<file path="config.mk">
export PLATFORM = sky130hd
export DESIGN_NAME = bws_fifo
export DESIGN_NICKNAME = d
export VERILOG_FILES = /design/src/bws_pkg.sv /design/src/bws_fifo.sv
export SDC_FILE = /design/constraint.sdc
export NUM_CORES = 1
export LEC_CHECK = 0
export ABC_AREA = 0
export BUFFER_PORTS_ARGS = -buffer_cell sky130_fd_sc_hd__clkbuf_2
export CORE_ASPECT_RATIO = 1.75
export CORE_MARGIN = 2
export CORE_UTILIZATION = 37
export DETAILED_ROUTE_END_ITERATION = 10
export HOLD_SLACK_MARGIN = 0.06
export REMOVE_ABC_BUFFERS = 1
export SLEW_MARGIN = 10
export SYNTH_ARGS = -nofsm -noshare
export SYNTH_HDL_FRONTEND = slang
export SYNTH_SLANG_ARGS = --single-unit
</file>
<file path="constraint.sdc">
create_clock -name i_clk -period 2.9 [get_ports i_clk]
set_clock_uncertainty 0.05 [all_clocks]
set_input_delay 0.58 -clock i_clk [delete_from_list [all_inputs] [get_ports i_clk]]
set_output_delay 0.58 -clock i_clk [all_outputs]
set_load 0.02 [all_outputs]
</file>
<file path="src/bws_pkg.sv">
`timescale 1ns / 1ps
package bws_pkg;

    localparam int TEXT_DEPTH    = 1024;
    localparam int PATTERN_DEPTH = 64;

    localparam int TXT_AW = (TEXT_DEPTH > 1) ? $clog2(TEXT_DEPTH) : 1;
    localparam int TXT_CW = $clog2(TEXT_DEPTH + 1);
    localparam int PAT_AW = (PATTERN_DEPTH > 1) ? $clog2(PATTERN_DEPTH) : 1;
    localparam int PAT_CW = $clog2(PATTERN_DEPTH + 1);

    localparam int CMD_W   = 2;
    localparam int SYM_W   = 8;
    localparam int BM_W    = 7;
    localparam int PL_W    = 7;
    localparam int SCORE_W = 17;
    localparam int FRAC_W  = 16;

    // dividend of the score division is best_matches followed by the fraction bits
    localparam int DVD_W  = PAT_CW + FRAC_W;
    localparam int DBIT_W = $clog2(DVD_W);

    localparam int FIFO_DEPTH = 2;
    localparam int FIFO_AW    = (FIFO_DEPTH > 1) ? $clog2(FIFO_DEPTH) : 1;
    localparam int FIFO_CW    = $clog2(FIFO_DEPTH + 1);

    localparam logic [CMD_W-1:0] CMD_TEXT = 2'd0;
    localparam logic [CMD_W-1:0] CMD_PAT  = 2'd1;
    localparam logic [CMD_W-1:0] CMD_RUN  = 2'd2;

    typedef enum logic [1:0] {
        OP_TEXT,
        OP_PAT,
        OP_RUN
    } t_op;

    typedef struct packed {
        t_op              op;
        logic [SYM_W-1:0] sym;
    } t_item;

    typedef struct packed {
        logic  vld;
        t_item item;
    } t_push;

    typedef enum logic [2:0] {
        ST_IDLE,
        ST_SCAN,
        ST_DRAIN,
        ST_DIV,
        ST_FIN
    } t_state;

endpackage

</file>
<file path="src/bws_fifo.sv">
`timescale 1ns / 1ps
module bws_fifo import bws_pkg::*; (
    input  logic  i_clk,
    input  logic  i_rst_n,
    input  t_push i_push,
    input  logic  i_pop,
    output logic  o_full,
    output logic  o_empty,
    output t_item o_head
);

    t_item               r_mem [FIFO_DEPTH];
    logic [FIFO_AW-1:0]  r_wr;
    logic [FIFO_AW-1:0]  r_rd;
    logic [FIFO_CW-1:0]  r_cnt;
    logic                w_push;
    logic                w_pop;

    assign o_full  = (r_cnt == FIFO_CW'(FIFO_DEPTH));
    assign o_empty = (r_cnt == '0);
    assign o_head  = r_mem[r_rd];
    assign w_push  = i_push.vld && !o_full;
    assign w_pop   = i_pop && !o_empty;

    always_ff @(posedge i_clk) begin
        if (w_push) begin
            r_mem[r_wr] <= i_push.item;
        end
    end

    always_ff @(posedge i_clk) begin
        if (!i_rst_n) begin
            r_wr  <= '0;
            r_rd  <= '0;
            r_cnt <= '0;
        end else begin
            if (w_push) begin
                r_wr <= (r_wr == FIFO_AW'(FIFO_DEPTH - 1)) ? '0 : r_wr + 1'b1;
            end
            if (w_pop) begin
                r_rd <= (r_rd == FIFO_AW'(FIFO_DEPTH - 1)) ? '0 : r_rd + 1'b1;
            end
            if (w_push && !w_pop) begin
                r_cnt <= r_cnt + 1'b1;
            end else if (w_pop && !w_push) begin
                r_cnt <= r_cnt - 1'b1;
            end
        end
    end

endmodule

</file>
# Word-level counts from Yosys, hierarchy flattened
# Memories as Yosys holds them, arrays and structs flattened. A register that Yosys moved wholly into a read port is not among the register bits.
# Index checks and enable logic that the tools add are counted.
# totals
memories,1
ram_bits,20
elab_cells,27
regBits,4
# mem_list
memory,words,word_bits,read_ports,rd_ports_with_merged_regs,wr,line,source
r_mem,2,10,1,1,1,bws_fifo.sv:12,t_item r_mem [FIFO_DEPTH];
# classes
n_reduce_logical,10
n_eq_ne,1
mux,8
add_sub_neg,4
# op_table
cell,n
$mux W1,6
$logic_and A1 B1 Y1,4
$logic_not A1 Y1,4
$mux W2,2
$add A1 B1 Y1 const B,2
$add A2 B1 Y2 const B,1
$eq A2 B2 Y1 const B,1
$logic_not A2 Y1,1
$reduce_bool A2 Y1,1
$sub A2 B1 Y2 const B,1

# Depth between registers and ports, before layout
# depth
ltp_word,7
mapped_depth,7
depth_no_buf,7

# Least setup slack after synthesis
# Ideal clock, no wire load.
# synth_path
path_type,reg2reg
startpoint,register r_cnt[0]
endpoint,register r_cnt[1]
path_stages_with_launch,7
arrival_ps,1548
path_buffers,0
slack_ps,1232
period_less_slack_ps,1668
required_ps,2780
path_cell_list,dfxtp_1 -> nand2b_1 -> inv_1 -> nor2_1 -> ha_1 -> or3_1 -> a21oi_1
# synth_between
elab_chain_len,6
elab_cells_between_ends,15
cone_classes,add/sub: 2; eq/ne: 1; mux: 2; reduce/logical: 10
# synth_lines
item,line,source
"start, declared",bws_fifo.sv:15,logic [FIFO_CW-1:0] r_cnt;
"start signal, assigned",bws_fifo.sv:44,r_cnt <= r_cnt + 1'b1;
"start signal, assigned",bws_fifo.sv:46,r_cnt <= r_cnt - 1'b1;
$eq A2 B2 Y1 *,bws_fifo.sv:19,assign o_full = (r_cnt == FIFO_CW'(FIFO_DEPTH));
net o_full,bws_fifo.sv:7,"output logic o_full,"
$logic_not A1 Y1 *,bws_fifo.sv:22,assign w_push = i_push.vld && !o_full;
$logic_and A1 B1 Y1 *,bws_fifo.sv:22,
net w_push,bws_fifo.sv:16,logic w_push;
$logic_not A1 Y1,bws_fifo.sv:45,end else if (w_pop && !w_push) begin
$logic_and A1 B1 Y1,bws_fifo.sv:45,
$reduce_bool A2 Y1 (no source line),--,
# The timed path passes the listed nets; every way through them passes the cells marked *. The select of a mux whose other input is x is not followed.
# A chain may end at the register's enable or synchronous reset.

==> summary.txt <==
Floorplan
  – Die W: 42.22 µm
  – Die height: 70.89 µm
  – Starting Density: 38.41%
  – Row cnt: 24
  – Io pins: 26
  – Die ar.: 2993 µm²
  – Core area: 2462 µm²

Power
  – Logic pwr share: 31.0%
  – Leak Pwr: 0.4613 nW
  – Max VDD drop: 477.1 µV
  – Power Density: 881.1 nW/µm²
  – Internal Pwr Total: 0.6882 mW
  – Total power: 1.008 mW
  – Clock power frac: 19.2%
  – Switch Pwr: 0.3195 mW
  – Switching share of power: 31.71%
  – Seq pwr share: 49.8%

Finish
  – Area grow syn2layout: 20.90%
  – Final nets: 101
  – Ant. Diodes: 0
  – Share of cells above drive strength 1: 45.88%
  – Non-Filler Instances: 111
  – FILL cells: 233

Placed design
  – Port bufs: 25
  – Post-DP HPWL: 1.139 mm
  – Final GP Congestion: 0.5981
  – Cells after DPL: 107

CTS
  – Clock-pin slew on the worst setup and hold paths: 80 ps
  – Worst skew pair latency: 260 ps
  – CTS HTree Levels: 1
  – Hold-fix buffers at CTS: 0
  – CTS sink count: 25
  – # resized after CTS: 0
  – Clk buf depth: 2
  – CTS Buf Count: 3
  – TritonCTS clock tree: built
  – Post-CTS Setup Repair Bufs: 0
  – Root buf cell: clkbuf_8

Routing
  – DR WL/cell: 13.27 µm
  – Drt initial violations: 7
  – DRT Pass-1 Iters: 4
  – # DRC: 0
  – Vias: 533
  – Vias per cell: 4.802
  – Post-route ant nets: 0
  – Final WL: 1.473 mm

Critical path
  – Delay-heaviest family, CP: flip-flops
  – Slowest cell delay on critical path: 600 ps
  – WP data arrival: 1400 ps
  – Critical path's slowest cell: dfxtp_1
  – CP required: 2270 ps
  – CP cell instances: mux2_2 -> clkbuf_2
  – Worst setup path class: reg2out
  – Worst setup SP type: flop
  – Buffer and inverter count on the worst path: 1
  – Crit. End Element: output port
  – Crit Path Max Fanout: 10

Timing
  – Hold_ws: 459.3 ps
  – Final min period: 2030 ps
  – Fin. max-slew vios: 0
  – Worst-margin pin slew: 789.8 ps
  – Final setup TNS: 0 ps
  – Max Clock Freq: 492.7 MHz
  – RSZ-0062 raised after global routing: no
  – Relative slew slack: 47.06%
  – Final setup viols: 0
  – Final hold violation count: 0
  – Tcrit/Tclk final: 69.99%

Synthesis
  – Mapped cell area: 945.9 µm²
  – Flops & latches, synth: 25
  – Largest area contributor in the netlist: edfxtp_1
  – Post-synth top area share: 63.49%
  – Synth Warn #: 0
  – Synth cell types: 16
  – Register area share after synthesis: 74.07%
  – Post-synthesis instance total: 57
  – Area contributors post-synth: edfxtp_1, mux2_2, dfxtp_1
  – Avg Cell Area, Syn: 16.59 µm²

Status
  – Outcome: complete, no violations

Global routing
  – Total GRT Usage: 11.24%
  – Largest net degree at the start of global routing: 14
  – Initial antenna violation count: 0
  – Vias in the first global route: 586
  – First-pass GRT wire length: 2.484 mm
  – Grt ovf: 0

Min path
  – Worst Hold Class: in2reg

Run
  – Max_cap viols: 0
## registers in the layout (all words and copies together), names as in the netlist, named ones only
name   flops
r_wr       1
r_mem     20
r_cnt      2
r_rd       1
## final timing paths
check             from     endpoint  slack (ps)  cells after the start
max reg2reg   r_cnt[0]  r_mem[0][7]        1230                      3
max               flop    o_head[9]         870                      2
min          i_push[9]  r_mem[0][9]         460                      1
min reg2reg       r_rd         flop         470                      2
## area by class of cell
| class | count | area [µm²] | area share [%] |
|---|---|---|---|
| Multi-Input combinational cell | 28 | 229.0 | 20.02 |
| Inverter | 3 | 11.26 | 0.9847 |
| Sequential cell | 25 | 700.7 | 61.27 |
| Clock buffer | 4 | 45.04 | 3.939 |
| Tap cell | 26 | 32.53 | 2.845 |
| Timing Repair Buffer | 25 | 125.1 | 10.94 |
## metal layers
metal | track usage (%) | vias up | part of all wire (%)
met1 | 10.12 | 246 | 36
met3 | 1.531 | 2 | 4.4
met4 | 6.250 | 0 | 1.4
li1 | - | 267 | -
met2 | 22.39 | 18 | 58
met5 | 0 | - | 0
## synth_stat cells
| cell | n |
|---|---|
| a21boi_0 | 1 |
| a21oi_1 | 1 |
| and3_1 | 1 |
| buf_2 | 1 |
| dfxtp_1 | 5 |
| edfxtp_1 | 20 |
| ha_1 | 1 |
| inv_1 | 3 |
| mux2_2 | 10 |
| nand2b_1 | 1 |
| nor2_1 | 5 |
| nor3_2 | 1 |
| o21a_1 | 1 |
| o21ai_0 | 2 |
| or3_1 | 1 |
| xor2_1 | 3 |
## metrics by stage
stage | setup WS, ps | util [%] | instance area (µm²)
3_3_place_gp | 1073 | 44.61 | 1099
6_report | 870.4 | 46.44 | 1144
2_1_floorplan | 1232 | - | 940.9
5_1_grt | 786.1 | 46.44 | 1144
3_5_place_dp | 1051 | 44.61 | 1099
4_1_cts | 812.7 | 46.44 | 1144
## cell usage in the layout (no fill, tap or decap), drive strengths merged
master / n
and3: 1
ha: 1
a21boi: 1
xor2: 3
clkbuf: 29
nor2: 5
mux2: 10
o21ai: 2
or3: 1
edfxtp: 20
o21a: 1
nand2b: 1
a21oi: 1
nor3: 1
inv: 3
dfxtp: 5
## kinds of logic (layout without fill, tap and decap cells)
group | after synthesis | in the layout | share of synthesized area [%]
flops | 25 | 25 | 74.07
mux | 10 | 10 | 11.90
simple gates | 9 | 9 | 5.028
compound gates | 5 | 5 | 3.175
buf+inv | 4 | 32 | 1.719
xor+xnor | 3 | 3 | 2.778
fa+ha+maj | 1 | 1 | 1.323
## power groups by stage
stage	clock [mW]	sequential, mW	combinational [mW]
2_1_floorplan	0	0.497	0.233
3_3_place_gp	0	0.509	0.311
3_5_place_dp	0	0.514	0.319
4_1_cts	0.201	0.506	0.320
5_1_grt	0.215	0.513	0.341
6_report	0.194	0.501	0.313
(Power assumes the default switching activity.)
